File: src/rtl/lepf_pkg.sv
// Package: widths, constants and shared types of the lane edge point finder.
`timescale 1ns / 1ps
package lepf_pkg;

    localparam int MAX_WIDTH_DEF  = 2048;
    localparam int MAX_HEIGHT_DEF = 1024;

    localparam int RUN_W   = 11;
    localparam int COL_W   = 11;
    localparam int ROW_W   = 10;
    localparam int ENTRY_W = RUN_W + 1;
    localparam logic [RUN_W-1:0] RUN_MAX = {RUN_W{1'b1}};

    localparam int FW_W       = 12;
    localparam int FH_W       = 11;
    localparam int CFG_DATA_W = 12;
    localparam int CFG_ADDR_W = 1;

    localparam logic [CFG_ADDR_W-1:0] REG_FRAME_WIDTH  = 1'b0;
    localparam logic [CFG_ADDR_W-1:0] REG_FRAME_HEIGHT = 1'b1;

    localparam logic [FW_W-1:0] FRAME_WIDTH_RST  = 12'd1280;
    localparam logic [FH_W-1:0] FRAME_HEIGHT_RST = 11'd720;

    localparam int S_TDATA_W = 8;
    localparam int M_TDATA_W = ROW_W + 1 + COL_W + 1 + COL_W + COL_W + COL_W;

    // Per-word control decoded from the position counters and handshake.
    typedef struct packed {
        logic adv;        // a word is accepted this cycle
        logic meas;       // accepted word is a measure-pass word
        logic srch;       // accepted word is a search-pass word
        logic last_col;   // word closes its row
        logic last_row;   // word lies in the top row
        logic first_row;  // word lies in the bottom row
    } ctl_t;

endpackage

File: src/rtl/lepf_search.sv
// Search pass: edge detection along a row and the registered result word.
`timescale 1ns / 1ps
module lepf_search #(
    parameter int CW = 11
) (
    input  logic                             aclk,
    input  logic                             aresetn,
    input  lepf_pkg::ctl_t                   ctl,
    input  logic [CW-1:0]                    x,
    input  logic                             pix,
    input  logic                             prev_pix,
    input  logic [lepf_pkg::ROW_W-1:0]       row_out,
    input  logic [lepf_pkg::COL_W-1:0]       best_left_col,
    input  logic [lepf_pkg::COL_W-1:0]       best_right_col,
    output logic                             m_tvalid,
    input  logic                             m_tready,
    output logic [lepf_pkg::M_TDATA_W-1:0]   m_tdata
);
    import lepf_pkg::*;

    localparam int CMPW = (CW > COL_W) ? CW : COL_W;

    logic left_found_reg, left_found_next;
    logic right_found_reg, right_found_next;
    logic [COL_W-1:0] left_x_reg, left_x_next;
    logic [COL_W-1:0] right_x_reg, right_x_next;

    logic hit_l, hit_r;
    logic out_lf, out_rf;
    logic [COL_W-1:0] out_lx, out_rx;

    logic                 m_valid_reg, m_valid_next;
    logic [M_TDATA_W-1:0] m_data_reg;
    logic                 load;

    always_comb begin
        hit_l = ctl.srch && (x != '0) && (CMPW'(x) <= CMPW'(best_left_col))
                && pix && !prev_pix;
        hit_r = ctl.srch && (x != '0) && !right_found_reg
                && (CMPW'(x - CW'(1)) >= CMPW'(best_right_col)) && prev_pix && !pix;

        out_lf = left_found_reg | hit_l;
        out_lx = hit_l ? COL_W'(x) : left_x_reg;
        out_rf = right_found_reg | hit_r;
        out_rx = hit_r ? COL_W'(x - CW'(1)) : right_x_reg;

        left_found_next  = left_found_reg;
        left_x_next      = left_x_reg;
        right_found_next = right_found_reg;
        right_x_next     = right_x_reg;
        if (ctl.adv) begin
            if (ctl.last_col) begin
                left_found_next  = 1'b0;
                left_x_next      = '0;
                right_found_next = 1'b0;
                right_x_next     = '0;
            end else begin
                left_found_next  = out_lf;
                left_x_next      = out_lx;
                right_found_next = out_rf;
                right_x_next     = out_rx;
            end
        end
    end

    assign load = ctl.srch && ctl.last_col;

    always_comb begin
        m_valid_next = m_valid_reg;
        if (load) begin
            m_valid_next = 1'b1;
        end else if (m_tready) begin
            m_valid_next = 1'b0;
        end
    end

    always_ff @(posedge aclk) begin
        if (!aresetn) begin
            left_found_reg  <= 1'b0;
            left_x_reg      <= '0;
            right_found_reg <= 1'b0;
            right_x_reg     <= '0;
            m_valid_reg     <= 1'b0;
        end else begin
            left_found_reg  <= left_found_next;
            left_x_reg      <= left_x_next;
            right_found_reg <= right_found_next;
            right_x_reg     <= right_x_next;
            m_valid_reg     <= m_valid_next;
        end
    end

    // fields from bit 0: row, left_found, left_x, right_found, right_x,
    // left_base, right_base; a column reads zero when its edge is absent
    always_ff @(posedge aclk) begin
        if (load) begin
            m_data_reg <= {best_right_col, best_left_col,
                           out_rf ? out_rx : COL_W'(0), out_rf,
                           out_lf ? out_lx : COL_W'(0), out_lf,
                           row_out};
        end
    end

    assign m_tvalid = m_valid_reg;
    assign m_tdata  = m_data_reg;

endmodule

File: config.mk
export PLATFORM = sky130hd
export DESIGN_NAME = lepf_search
export DESIGN_NICKNAME = d
export VERILOG_FILES = /design/src/rtl/lepf_pkg.sv /design/src/rtl/lepf_search.sv
export SDC_FILE = /design/constraint.sdc
export NUM_CORES = 1
export LEC_CHECK = 0
export BUFFER_PORTS_ARGS = -buffer_cell sky130_fd_sc_hd__buf_2
export CAP_MARGIN = 40
export CORE_MARGIN = 2
export CORE_UTILIZATION = 35
export DETAILED_ROUTE_END_ITERATION = 12
export GPL_ROUTABILITY_DRIVEN = 0
export PLACE_DENSITY_LB_ADDON = 0.12
export SLEW_MARGIN = 20
export SYNTH_ARGS = -nofsm -noshare
export SYNTH_HDL_FRONTEND = slang
export SYNTH_SLANG_ARGS = --single-unit
File: constraint.sdc
create_clock -name aclk -period 3.3 [get_ports aclk]
set_clock_uncertainty 0.2 [all_clocks]
set_input_delay 0.165 -clock aclk [delete_from_list [all_inputs] [get_ports aclk]]
set_output_delay 0.165 -clock aclk [all_outputs]
set_load 0.02 [all_outputs]
==> reports/metrics.cfg <==
[floorplan]
dieWidth_um=108
rows=38
core_area_sq_um=10700
io_pins=111
dieArea_sq_um=11700
initial_utilization_pct=35.5
die_h_um=108

[layout]
antenna_cells=0
layout-drive-gt1-share_pct=34.9
final_cell_area_sq_um=5360
area_growth_pct=40.9
nNetsFinal=571
largest_reg_flops=56
final_cells=639

[worst_setup_path]
cp-start-kind=primary input
crit_fanout=12
worstSetupPathType=primary input to flop
r2r_setup_slack_ps=1030
path_cells=dlygate4sd3_1, buf_4, or4_4, nor3_2, xnor2_2, ha_1, a211o_1, a211oi_2, or3_4, buf_12, o21ai_0
slowest_delay_ps=530
crit_family=simple AND/OR/NAND/NOR gates
end_kind=flop
arrival_ps=3100
endpoint=m_tdata[24]$_SDFFCE_PN0P_
rr_endpoint=right_x_reg[5]$_SDFFE_PN0P_
reg2reg_from=right_found_reg$_SDFFE_PN0P_
cp.buffers_inverters=3
r2r.worst_path.cells=6
slowest_stage=dlygate4sd3_1
crit_start=x[2]
path_depth=11
required_ps=3190

[timing]
timing_worst_slew_pin_value_ps=609
setup_tns_ps=0
hold_viol=0
hold_slack_ps=27.8
maxSlewHeadroom_pct=59.0
min_period_ps=3210
setup_viol=0
slew_violations=0
fin_crit_sh_pct=97.2
clock.fmax_mhz=312

[route]
drc=0
drt_iter0_drc=117
ant_nets=0
wl_um=9490
drtPass1Iterations=4
vias=2990
vias_per_cell=4.68
avgRoutedWirePerCell_um=14.9

[placed_design]
dpl_cell_area_sq_um=4610
port_buffers=107
place_hpwl_um=6640
place_inst=580

[clock_tree]
root_buffer=clkbuf_8
cts_buffers=9
clock_latency_ps=350
clkSlewWorstSetupHoldPaths_ps=80
htree_levels=3
cts_tree=built
cts_buffer_depth=2
cts_sinks=81

[outcome]
status=finished clean

[hold_path]
hp-class=primary input to flop
hold_depth=3

[synthesis]
async_flop_share_pct=0
avgSynthCellArea_sq_um=11.7
ys_warn_count=0
synth-seq-area-share_pct=57.4
synthCells=326
synth_edf_count=56
ys.flop_type=edfxtp_1
synth_cell_type_count=48
synth_nets=403
syn_area_sq_um=3800
synth_seq_cells=81

[grt]
grt.overflow.total=0
grt_usage_pct=16.8
grt_start_max_net_pins=35
grt_pass1_wl_um=14900
antenna_found_initial=0
grt_pass1_vias=3018

[flow_run]
drv_cap=0

[power_and_ir_drop]
p_leak_nw=2.33
peakVddDrop_v=0.000229
pwr_density_cell_nw_per_um2=429

[repair_timing]
item / CTS / global route
hold buffers: 42 / 0
setup endpoints to repair: 0 / 23
hold endpoints to repair: 42 / 0
setup buffers: 0 / 0
resized for setup: 0 / 19
[power by group]
part / leakage (nW) / internal (mW) / total (mW) / switching [mW]
sequential: 0.722 / 1.13 / 1.14 / 0.0122
combinational: 1.50 / 0.156 / 0.367 / 0.212
clock: 0.106 / 0.423 / 0.786 / 0.363
[final cells by class]
class / count / area, sq um
Fill cell: 989 / 5340
Sequential cell: 81 / 2180
Multi-Input combinational cell: 188 / 1480
Timing Repair Buffer: 168 / 1130
Tap cell: 140 / 175
Inverter: 46 / 173
Clock buffer: 10 / 128
Clock inverter: 6 / 82.6
[per-stage QoR]
stage          setup slack (ps)  total power [mW]  utilization [%]
2_1_floorplan               290              1.35                -
5_1_grt                   -15.6              2.40             50.1
3_5_place_dp               1.75              1.49             43.1
6_report                   93.8              2.30             50.1
4_1_cts                    40.4              2.32             49.0
3_3_place_gp               65.6              1.48             43.0
[cells by family after synthesis]
| kind of cell | Yosys count | share of synthesized area [%] |
|---|---|---|
| AOI/OAI and AO/OA | 60 | 12.9 |
| xor gates and xnor gates | 9 | 2.07 |
| adders and majority gates | 23 | 7.57 |
| buffers and inverters | 57 | 6.22 |
| DFF | 81 | 57.4 |
| muxes | 12 | 3.16 |
| and+or+nand+nor | 84 | 10.6 |
[cells in the mapped netlist (all sizes together) (2+ instances only)]
library cell | instances | area share [%]
inv | 46 | 4.5
buf | 7 | 1.3
a211oi | 3 | 0.72
nor2 | 4 | 0.39
or3b | 2 | 0.46
nor3 | 3 | 0.39
nand3 | 3 | 0.39
a211o | 2 | 0.46
or2 | 3 | 0.49
ha | 23 | 7.6
or4 | 2 | 0.49
o21ai | 14 | 1.9
a21oi | 8 | 1.1
clkbuf | 4 | 0.39
xnor2 | 8 | 1.8
nand3b | 2 | 0.39
o32ai | 11 | 4.5
nor4 | 3 | 0.66
nand2 | 51 | 5.0
nand4 | 3 | 0.49
o211ai | 2 | 0.39
o22ai | 13 | 2.1
mux2i | 12 | 3.2
nand2b | 3 | 0.49
edfxtp | 56 | 44
and3 | 2 | 0.33
dfxtp | 25 | 13
[routing by layer]
metal	track usage (%)	up-vias	wire, um
li1	-	1500	-
met1	22.6	1386	4500
met2	26.5	94	4300
met3	4.34	10	560
met4	5.68	0	126
met5	0	-	0
[worst min-delay path: cells and delay by family]
family	cells	cell delay [ps]
buf+inv	2	270
compound gates	1	90
[cell usage in the layout (no fill, tap or decap), types with 2 or more instances in the layout]
cell type,instances
buf_2,107
edfxtp_1,56
nand2_1,51
inv_1,46
dlygate4sd3_1,42
dfxtp_1,25
ha_1,21
buf_4,15
o21ai_0,12
mux2i_1,12
o22ai_1,12
o32ai_2,10
clkbuf_8,9
a21oi_1,8
xnor2_1,5
nor2_1,4
nor3_2,3
nand4_1,3
nand3_1,3
nand2b_1,3
clkinv_2,3
and3_1,2
xnor2_2,2
or2_2,2
nand3b_1,2
a211o_1,2
o211ai_1,2
a211oi_2,2
bufinv_16,2
buf_6,2
buf_12,2
[worst min path at each step]
stage               start                     endpoint
3_3_place_gp   row_out[4]         m_tdata[4]$_DFFE_PP_
3_5_place_dp   row_out[7]         m_tdata[7]$_DFFE_PP_
4_1_cts              x[1]   left_x_reg[1]$_SDFFE_PN0P_
5_1_grt              x[0]  right_x_reg[0]$_SDFFE_PN0P_
6_report             x[0]  right_x_reg[0]$_SDFFE_PN0P_
2_1_floorplan  row_out[0]         m_tdata[0]$_DFFE_PP_
Power figures use the tool's default switching activity.
