**config.mk**
```make
export PLATFORM = sky130hd
export DESIGN_NAME = lepf_measure
export DESIGN_NICKNAME = d
export VERILOG_FILES = /design/src/rtl/lepf_pkg.sv /design/src/rtl/lepf_measure.sv
export SDC_FILE = /design/constraint.sdc
export NUM_CORES = 1
export LEC_CHECK = 0
export BUFFER_PORTS_ARGS = -buffer_cell sky130_fd_sc_hd__buf_2
export CAP_MARGIN = 0
export CORE_MARGIN = 3
export CORE_UTILIZATION = 53
export CTS_BUF_LIST = sky130_fd_sc_hd__clkbuf_16
export DETAILED_ROUTE_END_ITERATION = 12
export MAX_ROUTING_LAYER = met4
export PLACE_DENSITY_LB_ADDON = 0.2
export SYNTH_ARGS = -nofsm -noshare
export SYNTH_HDL_FRONTEND = slang
export SYNTH_SLANG_ARGS = --single-unit
```
**constraint.sdc**
```tcl
create_clock -name aclk -period 4.2 [get_ports aclk]
set_input_delay 0.42 -clock aclk [delete_from_list [all_inputs] [get_ports aclk]]
set_output_delay 0.42 -clock aclk [all_outputs]
set_load 0.01 [all_outputs]
```
**src/rtl/lepf_pkg.sv**
```systemverilog
// Package: widths, constants and shared types of the lane edge point finder.
`timescale 1ns / 1ps
package lepf_pkg;

    localparam int MAX_WIDTH_DEF  = 2048;
    localparam int MAX_HEIGHT_DEF = 1024;

    localparam int RUN_W   = 11;
    localparam int COL_W   = 11;
    localparam int ROW_W   = 10;
    localparam int ENTRY_W = RUN_W + 1;
    localparam logic [RUN_W-1:0] RUN_MAX = {RUN_W{1'b1}};

    localparam int FW_W       = 12;
    localparam int FH_W       = 11;
    localparam int CFG_DATA_W = 12;
    localparam int CFG_ADDR_W = 1;

    localparam logic [CFG_ADDR_W-1:0] REG_FRAME_WIDTH  = 1'b0;
    localparam logic [CFG_ADDR_W-1:0] REG_FRAME_HEIGHT = 1'b1;

    localparam logic [FW_W-1:0] FRAME_WIDTH_RST  = 12'd1280;
    localparam logic [FH_W-1:0] FRAME_HEIGHT_RST = 11'd720;

    localparam int S_TDATA_W = 8;
    localparam int M_TDATA_W = ROW_W + 1 + COL_W + 1 + COL_W + COL_W + COL_W;

    // Per-word control decoded from the position counters and handshake.
    typedef struct packed {
        logic adv;        // a word is accepted this cycle
        logic meas;       // accepted word is a measure-pass word
        logic srch;       // accepted word is a search-pass word
        logic last_col;   // word closes its row
        logic last_row;   // word lies in the top row
        logic first_row;  // word lies in the bottom row
    } ctl_t;

endpackage

```
**src/rtl/lepf_measure.sv**
```systemverilog
// Measure pass: column run update and base column tracking on the top row.
`timescale 1ns / 1ps
module lepf_measure #(
    parameter int CW = 11,
    parameter int WW = 12
) (
    input  logic                         aclk,
    input  logic                         aresetn,
    input  lepf_pkg::ctl_t               ctl,
    input  logic [CW-1:0]                x,
    input  logic [WW-1:0]                mid,
    input  logic                         pix,
    input  logic [lepf_pkg::ENTRY_W-1:0] rdata,
    output logic                         we,
    output logic [lepf_pkg::ENTRY_W-1:0] wdata,
    output logic [lepf_pkg::COL_W-1:0]   best_left_col,
    output logic [lepf_pkg::COL_W-1:0]   best_right_col
);
    import lepf_pkg::*;

    logic [RUN_W-1:0] run_old, run_new;
    logic             broken_old, broken_new;
    logic             in_left;

    logic [RUN_W-1:0] best_left_len_reg, best_left_len_next;
    logic [RUN_W-1:0] best_right_len_reg, best_right_len_next;
    logic [COL_W-1:0] best_left_col_reg, best_left_col_next;
    logic [COL_W-1:0] best_right_col_reg, best_right_col_next;

    assign run_old    = rdata[RUN_W-1:0];
    assign broken_old = rdata[RUN_W];

    always_comb begin
        if (ctl.first_row) begin
            run_new    = RUN_W'(pix);
            broken_new = ~pix;
        end else if (!broken_old && pix) begin
            // saturating count of the unbroken run
            run_new    = (run_old < RUN_MAX) ? run_old + RUN_W'(1) : run_old;
            broken_new = 1'b0;
        end else begin
            run_new    = run_old;
            broken_new = 1'b1;
        end
    end

    assign we    = ctl.meas;
    assign wdata = {broken_new, run_new};

    assign in_left = WW'(x) < mid;

    always_comb begin
        best_left_len_next  = best_left_len_reg;
        best_left_col_next  = best_left_col_reg;
        best_right_len_next = best_right_len_reg;
        best_right_col_next = best_right_col_reg;
        if (ctl.meas && ctl.last_row) begin
            if (in_left) begin
                if (x == '0 || run_new > best_left_len_reg) begin
                    best_left_len_next = run_new;
                    best_left_col_next = COL_W'(x);
                end
            end else begin
                if (WW'(x) == mid || run_new > best_right_len_reg) begin
                    best_right_len_next = run_new;
                    best_right_col_next = COL_W'(x);
                end
            end
        end
    end

    always_ff @(posedge aclk) begin
        if (!aresetn) begin
            best_left_len_reg  <= '0;
            best_left_col_reg  <= '0;
            best_right_len_reg <= '0;
            best_right_col_reg <= '0;
        end else begin
            best_left_len_reg  <= best_left_len_next;
            best_left_col_reg  <= best_left_col_next;
            best_right_len_reg <= best_right_len_next;
            best_right_col_reg <= best_right_col_next;
        end
    end

    assign best_left_col  = best_left_col_reg;
    assign best_right_col = best_right_col_reg;

endmodule

```
==> summary.md, run 1 <==
| Metric | Value |
|---|---|
| Status | completed |
| Setup TNS | 0 ps |
| Vias in the first global route | 2569 |
| Core outline area | 0.00520 mm2 |
| TritonCTS Sinks | 44 |
| Max layer used | met4 |
| Skew final | 6.90 ps |
| Final WL | 6.85 mm |
| Root buf cell | clkbuf_16 |
| Iter 0 DRT Violations | 88 |
| Worst rel slew slack | 62.0% |
| Max-cap violation count | 0 |
| Congestion Overflow GR | 0 |
| Reg2Reg Depth | 8 |
| TritonCTS clock tree | yes |
| IR Drop Worst-Case VDD | 253 uV |
| Distinct cell type count after synthesis | 41 |
| Post-CTS Setup Repair Bufs | 0 |
| Post-Syn Area | 0.00292 mm2 |
| Clk_lat worst skew | 280 ps |
| H-tree depth | 2 |
| Period Utilization, post-route | 79.2% |
| Detailed Routing Iterations Pass 1 | 4 |
| WL per Instance | 14.0 um |
| Slew @ Worst Pin | 567 ps |
| Width of the die | 80.3 um |
| Met3 wire len | 262 um |
| Final setup viols | 0 |
| Maximum clock frequency | 301 MHz |
| Syn Nets | 424 |
| GRT Util Overall | 22.8% |
| Clock tree buffer depth | 2 |
| LEAKAGE | 1.73 nW |
| CP startpoint kind | input pin |
| Rows | 26 |
| PwrDens | 311 mW/mm2 |
| GPL Wtd Cong | 0.873 |
| Hold_buf cts | 0 |
| Cell Area, Placed | 0.00333 mm2 |
| Final design area excluding fillers | 0.00350 mm2 |
| Post-Synthesis Cells | 346 |
| Filler cells | 432 |
| Post-route minimum period | 3330 ps |
| CP max FO | 13 |
| WL met2 | 3.39 mm |
| Largest net degree at the start of global routing | 37 |
| Boundary Pins | 79 |
| CTS resizes | 0 |
| Fraction of layout cells with a size suffix above 1 | 23.1% |
| Max Slew Vio Count | 0 |
| Number of synthesized flops with an enable pin | 0 |
| Port Buffers | 75 |
| Area added between synthesis and finish | 19.9% |
| Die Y | 80.3 um |
| Initial Utilization | 56.2% |
| DR DRC count | 0 |
| Register bit total from synthesis | 44 |
| DP Wirelength | 5.30 mm |
| Synth warn | 0 |
| Async SR Flop Fraction | 0% |
| Initial antenna violation count | 0 |
| # diodes | 0 |
| Met1 WL | 3.14 mm |
| First-pass GRT wire length | 11.4 mm |
| Crit. End Element | flop |
| HP Class | input pin to flop |
| Worst-path clk slew | 60 ps |
| CP Data Required Time | 4410 ps |
| Crit path DAT | 3540 ps |
| Seq/Total Area, Yosys | 30.1% |
| Multi-input logic area | 0.00181 mm2 |
| Total CTS buffers | 5 |
| FF/Latch Area | 881 um2 |
| Mean Syn Cell Area | 8.45 um2 |
| Antenna Violating Nets Remaining | 0 |
| Routed via count | 2621 |
| Die area | 0.00644 mm2 |
| Fin. Hold Viols | 0 |
| RSZ-0062 raised after global routing | false |
| Hold path depth | 3 |
| CP Class | input pin to flop |
| Final net count | 497 |
| Via/cell ratio | 5.35 |
| Synth Flop Type | dfxtp_1 |
==> path summary, 6_finish.rpt <==
kind	startpoint	end	slack, ps
setup / recovery	rdata[2]	best_left_len_reg[10]$_SDFFE_PN0P_	870
setup reg to reg	best_left_len_reg[6]$_SDFFE_PN0P_	best_left_len_reg[10]$_SDFFE_PN0P_	2080
hold reg to reg	best_right_len_reg[4]$_SDFFE_PN0P_	best_right_len_reg[4]$_SDFFE_PN0P_	460
hold / removal	x[1]	best_right_col[1]$_SDFFE_PN0P_	440
==> critical path, stage by stage <==
cell      delay [ps]
buf_2            140
nand3_2          170
or4_4            610
nand4_1          140
mux2_4           350
ha_1             310
and4_1           240
nand4_1          130
o21ai_0          150
a311oi_4         340
buf_4            310
mux2i_1          230
==> layout make-up <==
class	instances	share of cell area [%]
inverter	37	3.96
clock buffer	5	3.57
clock inverter	3	1.32
sequential	44	25.1
timing repair buffer	80	11.8
multi-input combinational	251	51.7
tap	70	2.50
==> Yosys cell counts (all sizes together), types with 2 or more instances <==
| cell type | instances | area [um2] |
|---|---|---|
| o211ai | 2 | 15.0 |
| mux2i | 47 | 470 |
| nand3b | 3 | 22.5 |
| ha | 34 | 425 |
| nor3 | 2 | 10.0 |
| nor4 | 5 | 31.3 |
| mux2 | 3 | 45.0 |
| nor2b | 4 | 25.0 |
| o21ai | 11 | 55.1 |
| buf | 6 | 52.6 |
| nand2 | 76 | 290 |
| inv | 37 | 139 |
| a21oi | 10 | 50.1 |
| and4 | 2 | 17.5 |
| dfxtp | 44 | 881 |
| nand3 | 7 | 40.0 |
| xor2 | 2 | 17.5 |
| nor2 | 14 | 52.6 |
| nand4 | 9 | 56.3 |
| a211oi | 4 | 30.0 |
| clkbuf | 8 | 50.1 |
==> metal layers <==
metal / up-vias / GRT usage (%)
li1: 1344 / -
met1: 1218 / 28.6
met2: 51 / 38.1
met3: 8 / 4.15
met4: 0 / 5.41
met5: - / -
==> per-stage QoR <==
step	power [W]	hold WS [ps]	setup slack (ps)	std cells	util, %
after global placement	0.000640	441	663	482	64.0
after detailed placement	0.000646	444	601	482	64.0
after global routing	0.00114	455	696	490	67.3
after CTS	0.00109	436	887	490	67.3
final	0.00109	440	873	490	67.3
after floorplan	0.000575	435	1030	346	-
==> cell usage in the layout (no fill, tap or decap), types with 6 or more instances in the layout <==
cell and count:
nand3_1 6, nor2_1 14, nand4_1 9, dfxtp_1 44, ha_1 34, o21ai_0 11, inv_1 37, a21oi_1 10
mux2i_1 47, nand2_1 74, buf_2 75
==> cell families (layout without fill, tap and decap cells) <==
kind of cell    Yosys count  count (layout)  synth area share [%]
simple gates            128             128                  20.5
fa+ha+maj                34              34                  14.6
flops                    44              44                  30.1
buf+inv                  51             125                  8.26
mux                      50              50                  17.6
compound gates           37              37                  8.31
xor+xnor                  2               2                 0.599
==> power breakdown <==
group / leakage, nW / switching (W) / internal, W / total, W
clock: 0.0804 / 0.000166 / 0.000283 / 0.000448
combinational: 1.29 / 0.000118 / 0.0000866 / 0.000205
sequential: 0.356 / 0.00000584 / 0.000429 / 0.000435
Power figures use the tool's default switching activity.
==> run 2: changes to the inputs <==
==> constraint.sdc (replaced) <==
create_clock -name aclk -period 3.2 [get_ports aclk]
set_input_delay 0.32 -clock aclk [delete_from_list [all_inputs] [get_ports aclk]]
set_output_delay 0.32 -clock aclk [all_outputs]
set_load 0.01 [all_outputs]
==> run 2 against run 1 <==
Effect of this change:
- flip-flop and latch count stayed put
- via count increased by 2.1%
- power is 25% higher
- highest routed layer unchanged
- sequential power increased by 31%
==> summary.md, run 2 (same netlist as run 1, synthesis figures left out) <==
| Metric | Value |
|---|---|
| Status | completed |
| Post-CTS Setup Repair Bufs | 0 (unchanged) |
| DR DRC count | 0 (unchanged) |
| TritonCTS clock tree | yes |
| GPL Wtd Cong | 0.973 (+11%) |
| Die Y | 80.3 um (unchanged) |
| Fin. Hold Viols | 0 (unchanged) |
| Hold_sp | x[1] |
| DP Wirelength | 5.27 mm (-0.68%) |
| GRT Util Overall | 22.4% (-0.36 points) |
| Fraction of layout cells with a size suffix above 1 | 26.3% (+3.2 points) |
| R2r setup slk | 1130 ps (-950 ps) |
| Detailed Routing Iterations Pass 1 | 4 (unchanged) |
| H-tree depth | 2 (unchanged) |
| Clk_lat worst skew | 290 ps (about the same) |
| IR Drop Worst-Case VDD | 284 uV (+12%) |
| Final net count | 515 (+3.6%) |
| Max Slew Vio Count | 0 (unchanged) |
| Initial antenna violation count | 0 (unchanged) |
| Width of the die | 80.3 um (unchanged) |
| Cell Area, Placed | 0.00349 mm2 (+4.8%) |
| CP max FO | 22 (+9) |
| PwrDens | 374 mW/mm2 (+21%) |
| # diodes | 0 (unchanged) |
| Port Buffers | 75 (unchanged) |
| Clock tree buffer depth | 2 (unchanged) |
| Iter 0 DRT Violations | 102 (+16%) |
| Worst R2R Start | best_left_len_reg[6]$_SDFFE_PN0P_ |
| TritonCTS Sinks | 44 (unchanged) |
| Hold path depth | 3 (unchanged) |
| Reg2Reg Depth | 8 (unchanged) |
| Skew final | 3.69 ps (-3.21 ps) |
| Final Util | 69.9% (+2.5 points) |
| CP Class | input pin to flop |
| Antenna Violating Nets Remaining | 0 (unchanged) |
| Via/cell ratio | 5.27 (-1.5%) |
| Hold_buf cts | 0 (unchanged) |
| Area added between synthesis and finish | 24.4% |
| CP startpoint kind | input pin |
| CP Data Required Time | 3410 ps (-1000 ps) |
| Worst setup margin | 236 ps (-638 ps) |
| Routed via count | 2677 (+2.1%) |
| WL per Instance | 13.5 um (-3.4%) |
| Vias in the first global route | 2529 (-1.6%) |
| Worst-path clk slew | 60 ps (about the same) |
| First-pass GRT wire length | 11.2 mm (-2.1%) |
| Worst rel slew slack | 26.9% (-35 points) |
| Post-route minimum period | 2960 ps |
| Slew @ Worst Pin | 1100 ps (+529 ps) |
| Post-place setup slack | -40.9 ps (-642 ps) |
| Max-cap violation count | 0 (unchanged) |
| Congestion Overflow GR | 0 (unchanged) |
| Hold Path End | best_right_col[1]$_SDFFE_PN0P_ |
| HP Class | input pin to flop |
| Largest net degree at the start of global routing | 67 (+81%) |
| DP Cell Count | 500 (+3.7%) |
| Initial Utilization | 56.2% (unchanged) |
| Most frequent cells in the layout | buf_2 (75), nand2_1 (74), mux2i_1 (47) |
| CTS resizes | 0 (unchanged) |
| Final WL | 6.86 mm (+0.15%) |
| Setup TNS | 0 ps (unchanged) |
| Die area | 0.00644 mm2 (unchanged) |
| Rows | 26 (unchanged) |
| Crit. End Element | flop |
| Maximum clock frequency | 337 MHz |
| Reg2reg end | best_left_col[9]$_SDFFE_PN0P_ |
| RSZ-0062 raised after global routing | false |
| Boundary Pins | 79 (unchanged) |
| LEAKAGE | 1.81 nW (+5.2%) |
| Commonest non-fill, non-tap cell in the layout | buf_2 |
| Non-Filler Instances | 508 (+3.7%) |
| Final design area excluding fillers | 0.00364 mm2 (+3.8%) |
| Total CTS buffers | 5 (unchanged) |
| Core outline area | 0.00520 mm2 (unchanged) |
| Crit path DAT | 3180 ps (-360 ps) |
| Final setup viols | 0 (unchanged) |
| Period Utilization, post-route | 92.6% |
| Root buf cell | clkbuf_16 |
## run 2: cell types whose count changed in the layout (fill, tap and decap cells not counted), sizes merged
cell,delta
inv,-1
clkinvlp,-1
clkinv,+3
bufinv,-1
buf,+18
## run 2: per-layer routing
metal | vias to the layer above | track usage, % | share of wire (%) | routed length (um)
met3 | 9 | 3.70 | 3.9 | 266
met4 | 0 | 6.76 | 1.2 | 83
met1 | 1245 | 27.7 | 44 | 3050
li1 | 1371 | - | - | -
met2 | 52 | 37.6 | 50 | 3470
met5 | - | - | 0 | 0
## run 2: worst max path at each step
stage,startpoint,endpoint,slack (ps),depth (start not counted)
floorplan,rdata[2],best_left_len_reg[9]$_SDFFE_PN0P_,130,11
global placement,rdata[3],best_left_col[8]$_SDFFE_PN0P_,-3,12
detailed placement,rdata[3],best_left_col[9]$_SDFFE_PN0P_,-40,12
CTS,rdata[3],best_left_col[9]$_SDFFE_PN0P_,250,12
global route,rdata[4],best_right_col[9]$_SDFFE_PN0P_,90,13
finish,rdata[3],best_left_col[9]$_SDFFE_PN0P_,240,12
## run 2: per-stage QoR
stage                     power [W]  hold WS, ps
final                       0.00136          327
after global routing        0.00142          351
after CTS                   0.00137          324
after detailed placement   0.000868          447
after global placement     0.000859          441
after floorplan            0.000755          435
## run 2: report_power, final
group,switching (W),internal (W),total (W),leakage (nW)
clock,0.000216,0.000288,0.000504,0.0736
combinational,0.000157,0.000130,0.000287,1.39
sequential,0.00000766,0.000563,0.000571,0.356
total,0.000380,0.000981,0.00136,1.81
## run 2: worst max-delay path: stages
cell      delay (ps)
buf_2            100
nand3_2           80
or4_4            560
nand4_1          140
mux2_4           340
ha_1             300
and4_1           240
nand4_1          120
o21ai_0          150
a311oi_4         370
buf_12           250
mux2i_1          210
## run 2: final cells by class
cell class | instances | area [um2]
flip-flops and latches | 44 | 881
well taps | 70 | 87.6
fillers | 445 | 1570
repair buffers | 98 | 573
inverters | 37 | 139
multi-input cells | 251 | 1810
clock inverters | 3 | 18.8
clock buffers | 5 | 125
==> run 3: changes to the inputs <==
--- a/config.mk
+++ b/config.mk
@@ -13,6 +13,7 @@
 export DETAILED_ROUTE_END_ITERATION = 12
 export MAX_ROUTING_LAYER = met4
 export PLACE_DENSITY_LB_ADDON = 0.2
+export SETUP_SLACK_MARGIN = 0.4
 export SYNTH_ARGS = -nofsm -noshare
 export SYNTH_HDL_FRONTEND = slang
 export SYNTH_SLANG_ARGS = --single-unit
==> run 3 against run 2 <==
Effect of this change:
- combinational power rose by 13%
- die area did not move
- wire length increased by 10%
- worst hold slack better by 13 ps
- first-iteration DRC count is 7.8% higher
- cell area up 7.6%
- register-to-register slack about the same
- non-clock buffer count is 4 higher
- global-route usage rose by 0.59 points
- via count rose by 3.8%
==> summary.md, run 3 (same netlist as run 1, synthesis figures left out) <==
| Metric | Value |
|---|---|
| Port Buffers | 75 (unchanged) |
| Rows | 26 (unchanged) |
| HP Class | input pin to flop |
| Filler cells | 394 (-11%) |
| Worst-path clk slew | 60 ps (about the same) |
| Antenna Violating Nets Remaining | 0 (unchanged) |
| GPL Wtd Cong | 0.876 (-9.9%) |
| Fin. Hold Viols | 0 (unchanged) |
| Hold_buf cts | 0 (unchanged) |
| First-pass GRT wire length | 11.4 mm (+2.0%) |
| H-tree depth | 2 (unchanged) |
| Boundary Pins | 79 (unchanged) |
| TritonCTS Sinks | 44 (unchanged) |
| Final WL | 7.56 mm (+10%) |
| Setup crit start | rdata[9] |
| Reg2Reg Depth | 9 (+1) |
| Final Util | 75.1% (+5.3 points) |
| CP Class | input pin to flop |
| Crit. End Element | flop |
| # diodes | 0 (unchanged) |
| Post-route minimum period | 2890 ps (-77.3 ps) |
| Area added between synthesis and finish | 33.8% |
| Slew @ Worst Pin | 1110 ps (+9.27 ps) |
| Max Slew Vio Count | 0 (unchanged) |
| Maximum clock frequency | 346 MHz (+2.7%) |
| Die area | 0.00644 mm2 (unchanged) |
| Vias in the first global route | 2510 (-0.75%) |
| WL per Instance | 14.8 um (+9.5%) |
| Worst R2R Start | best_right_len_reg[2]$_SDFFE_PN0P_ |
| Status | completed |
| Worst setup path endpoint | best_left_col[2]$_SDFFE_PN0P_ |
| DR DRC count | 0 (unchanged) |
| Final setup viols | 0 (unchanged) |
| Worst setup margin | 313 ps (+77.3 ps) |
| Max-cap violation count | 0 (unchanged) |
| Total design power | 0.00138 W (+1.3%) |
| Crit path DAT | 3090 ps (-90 ps) |
| Post-place setup slack | -104 ps (-63.0 ps) |
| Clock tree buffer depth | 2 (unchanged) |
| Clk_lat worst skew | 280 ps (about the same) |
| Multi-input logic area | 0.00198 mm2 (+9.4%) |
| Skew final | 5.52 ps (+1.83 ps) |
| Largest net degree at the start of global routing | 67 (unchanged) |
| Detailed Routing Iterations Pass 1 | 4 (unchanged) |
| CP startpoint kind | input pin |
| PwrDens | 353 mW/mm2 (-5.9%) |
| Via/cell ratio | 5.44 (+3.2%) |
| Most frequent cells in the layout | nand2_1 (71), buf_2 (64), mux2i_1 (46) |
| Worst rel slew slack | 26.3% (-0.62 points) |
| IR Drop Worst-Case VDD | 328 uV (+16%) |
| LEAKAGE | 1.88 nW (+3.7%) |
| R2r setup slk | 1140 ps (about the same) |
| Congestion Overflow GR | 0 (unchanged) |
| Final net count | 519 (+0.78%) |
| Iter 0 DRT Violations | 110 (+7.8%) |
| Reg2reg end | best_right_len_reg[10]$_SDFFE_PN0P_ |
| Total CTS buffers | 5 (unchanged) |
| CP max FO | 8 (-64%) |
| Commonest non-fill, non-tap cell in the layout | nand2_1 |
| Core outline area | 0.00520 mm2 (unchanged) |
| FF/Latch Area | 881 um2 (unchanged) |
| Routed via count | 2780 (+3.8%) |
| Root buf cell | clkbuf_16 |
| DP Wirelength | 5.43 mm (+3.0%) |
| Width of the die | 80.3 um (unchanged) |
| Die Y | 80.3 um (unchanged) |
| RSZ-0062 raised after global routing | true |
| Initial antenna violation count | 0 (unchanged) |
| Fraction of layout cells with a size suffix above 1 | 32.2% (+5.9 points) |
| Hold_ws | 341 ps (+13.2 ps) |
| TritonCTS clock tree | yes |
| GRT Util Overall | 23.0% (+0.59 points) |
| CP Data Required Time | 3400 ps (about the same) |
| Period Utilization, post-route | 90.2% (-2.4 points) |
| Initial Utilization | 56.2% (unchanged) |
run 3: cell types whose count changed in the layout (fill, tap and decap cells not counted), sizes merged:
cell	change
buf	+4
clkinv	-2
clkinvlp	+1
run 3: stage by stage:
step	instance area [um2]	cells	TNS, ps
CTS	3800	509	0
finish	3910	511	0
detailed placement	3490	500	-899
floorplan	2950	346	0
global route	3910	511	0
global placement	3490	500	0
run 3: report_power, final:
group          internal [W]  total (W)  switching (W)
Clock              0.000283   0.000483       0.000200
Sequential         0.000563   0.000571     0.00000804
Combinational      0.000152   0.000324       0.000173
Total              0.000998    0.00138       0.000381
run 3: worst min path at each step:
stage,startpoint,endpoint,slack (ps),depth (start not counted)
finish,x[5],best_right_col[5]$_SDFFE_PN0P_,340,3
global route,x[4],best_right_col[4]$_SDFFE_PN0P_,360,3
CTS,x[5],best_right_col[5]$_SDFFE_PN0P_,340,3
detailed placement,best_left_len_reg[4]$_SDFFE_PN0P_,best_left_len_reg[4]$_SDFFE_PN0P_,450,2
global placement,best_left_col[10]$_SDFFE_PN0P_,best_left_col[10]$_SDFFE_PN0P_,440,2
floorplan,best_left_len_reg[10]$_SDFFE_PN0P_,best_left_len_reg[10]$_SDFFE_PN0P_,430,2
run 3: final cells by class:
cell class,count,area share (%)
multi-input combinational,251,50.7
clock buffer,5,3.20
inverter,37,3.55
clock inverter,2,0.320
sequential,44,22.5
timing repair buffer,102,17.5
tap,70,2.24
run 3: timing repair:
| item | CTS | global route |
|---|---|---|
| setup buffers | 1 | 2 |
| endpoints found under the hold margin | 0 | 0 |
| gates cloned | 1 | 0 |
| gates resized for setup | 34 | 18 |
| pin swaps | 14 | 12 |
| endpoints found under the setup margin | 44 | 44 |
run 3: metal layers:
| metal | vias up | share of wire [%] | track usage [%] | routed length, um |
|---|---|---|---|---|
| met5 | - | 0 | - | 0 |
| met1 | 1325 | 42 | 29.4 | 3210 |
| met4 | 0 | 1.2 | 6.25 | 92 |
| met3 | 10 | 4.2 | 3.59 | 321 |
| met2 | 58 | 52 | 37.9 | 3930 |
| li1 | 1387 | - | - | - |
run 3: critical path, stage by stage:
cell	delay (ps)
buf_6	90
nand2_2	70
or4_4	560
nand4_1	140
mux2_4	350
ha_4	270
and4_4	240
a211o_1	130
nand3b_1	120
a311oi_4	370
buf_6	210
mux2i_1	210
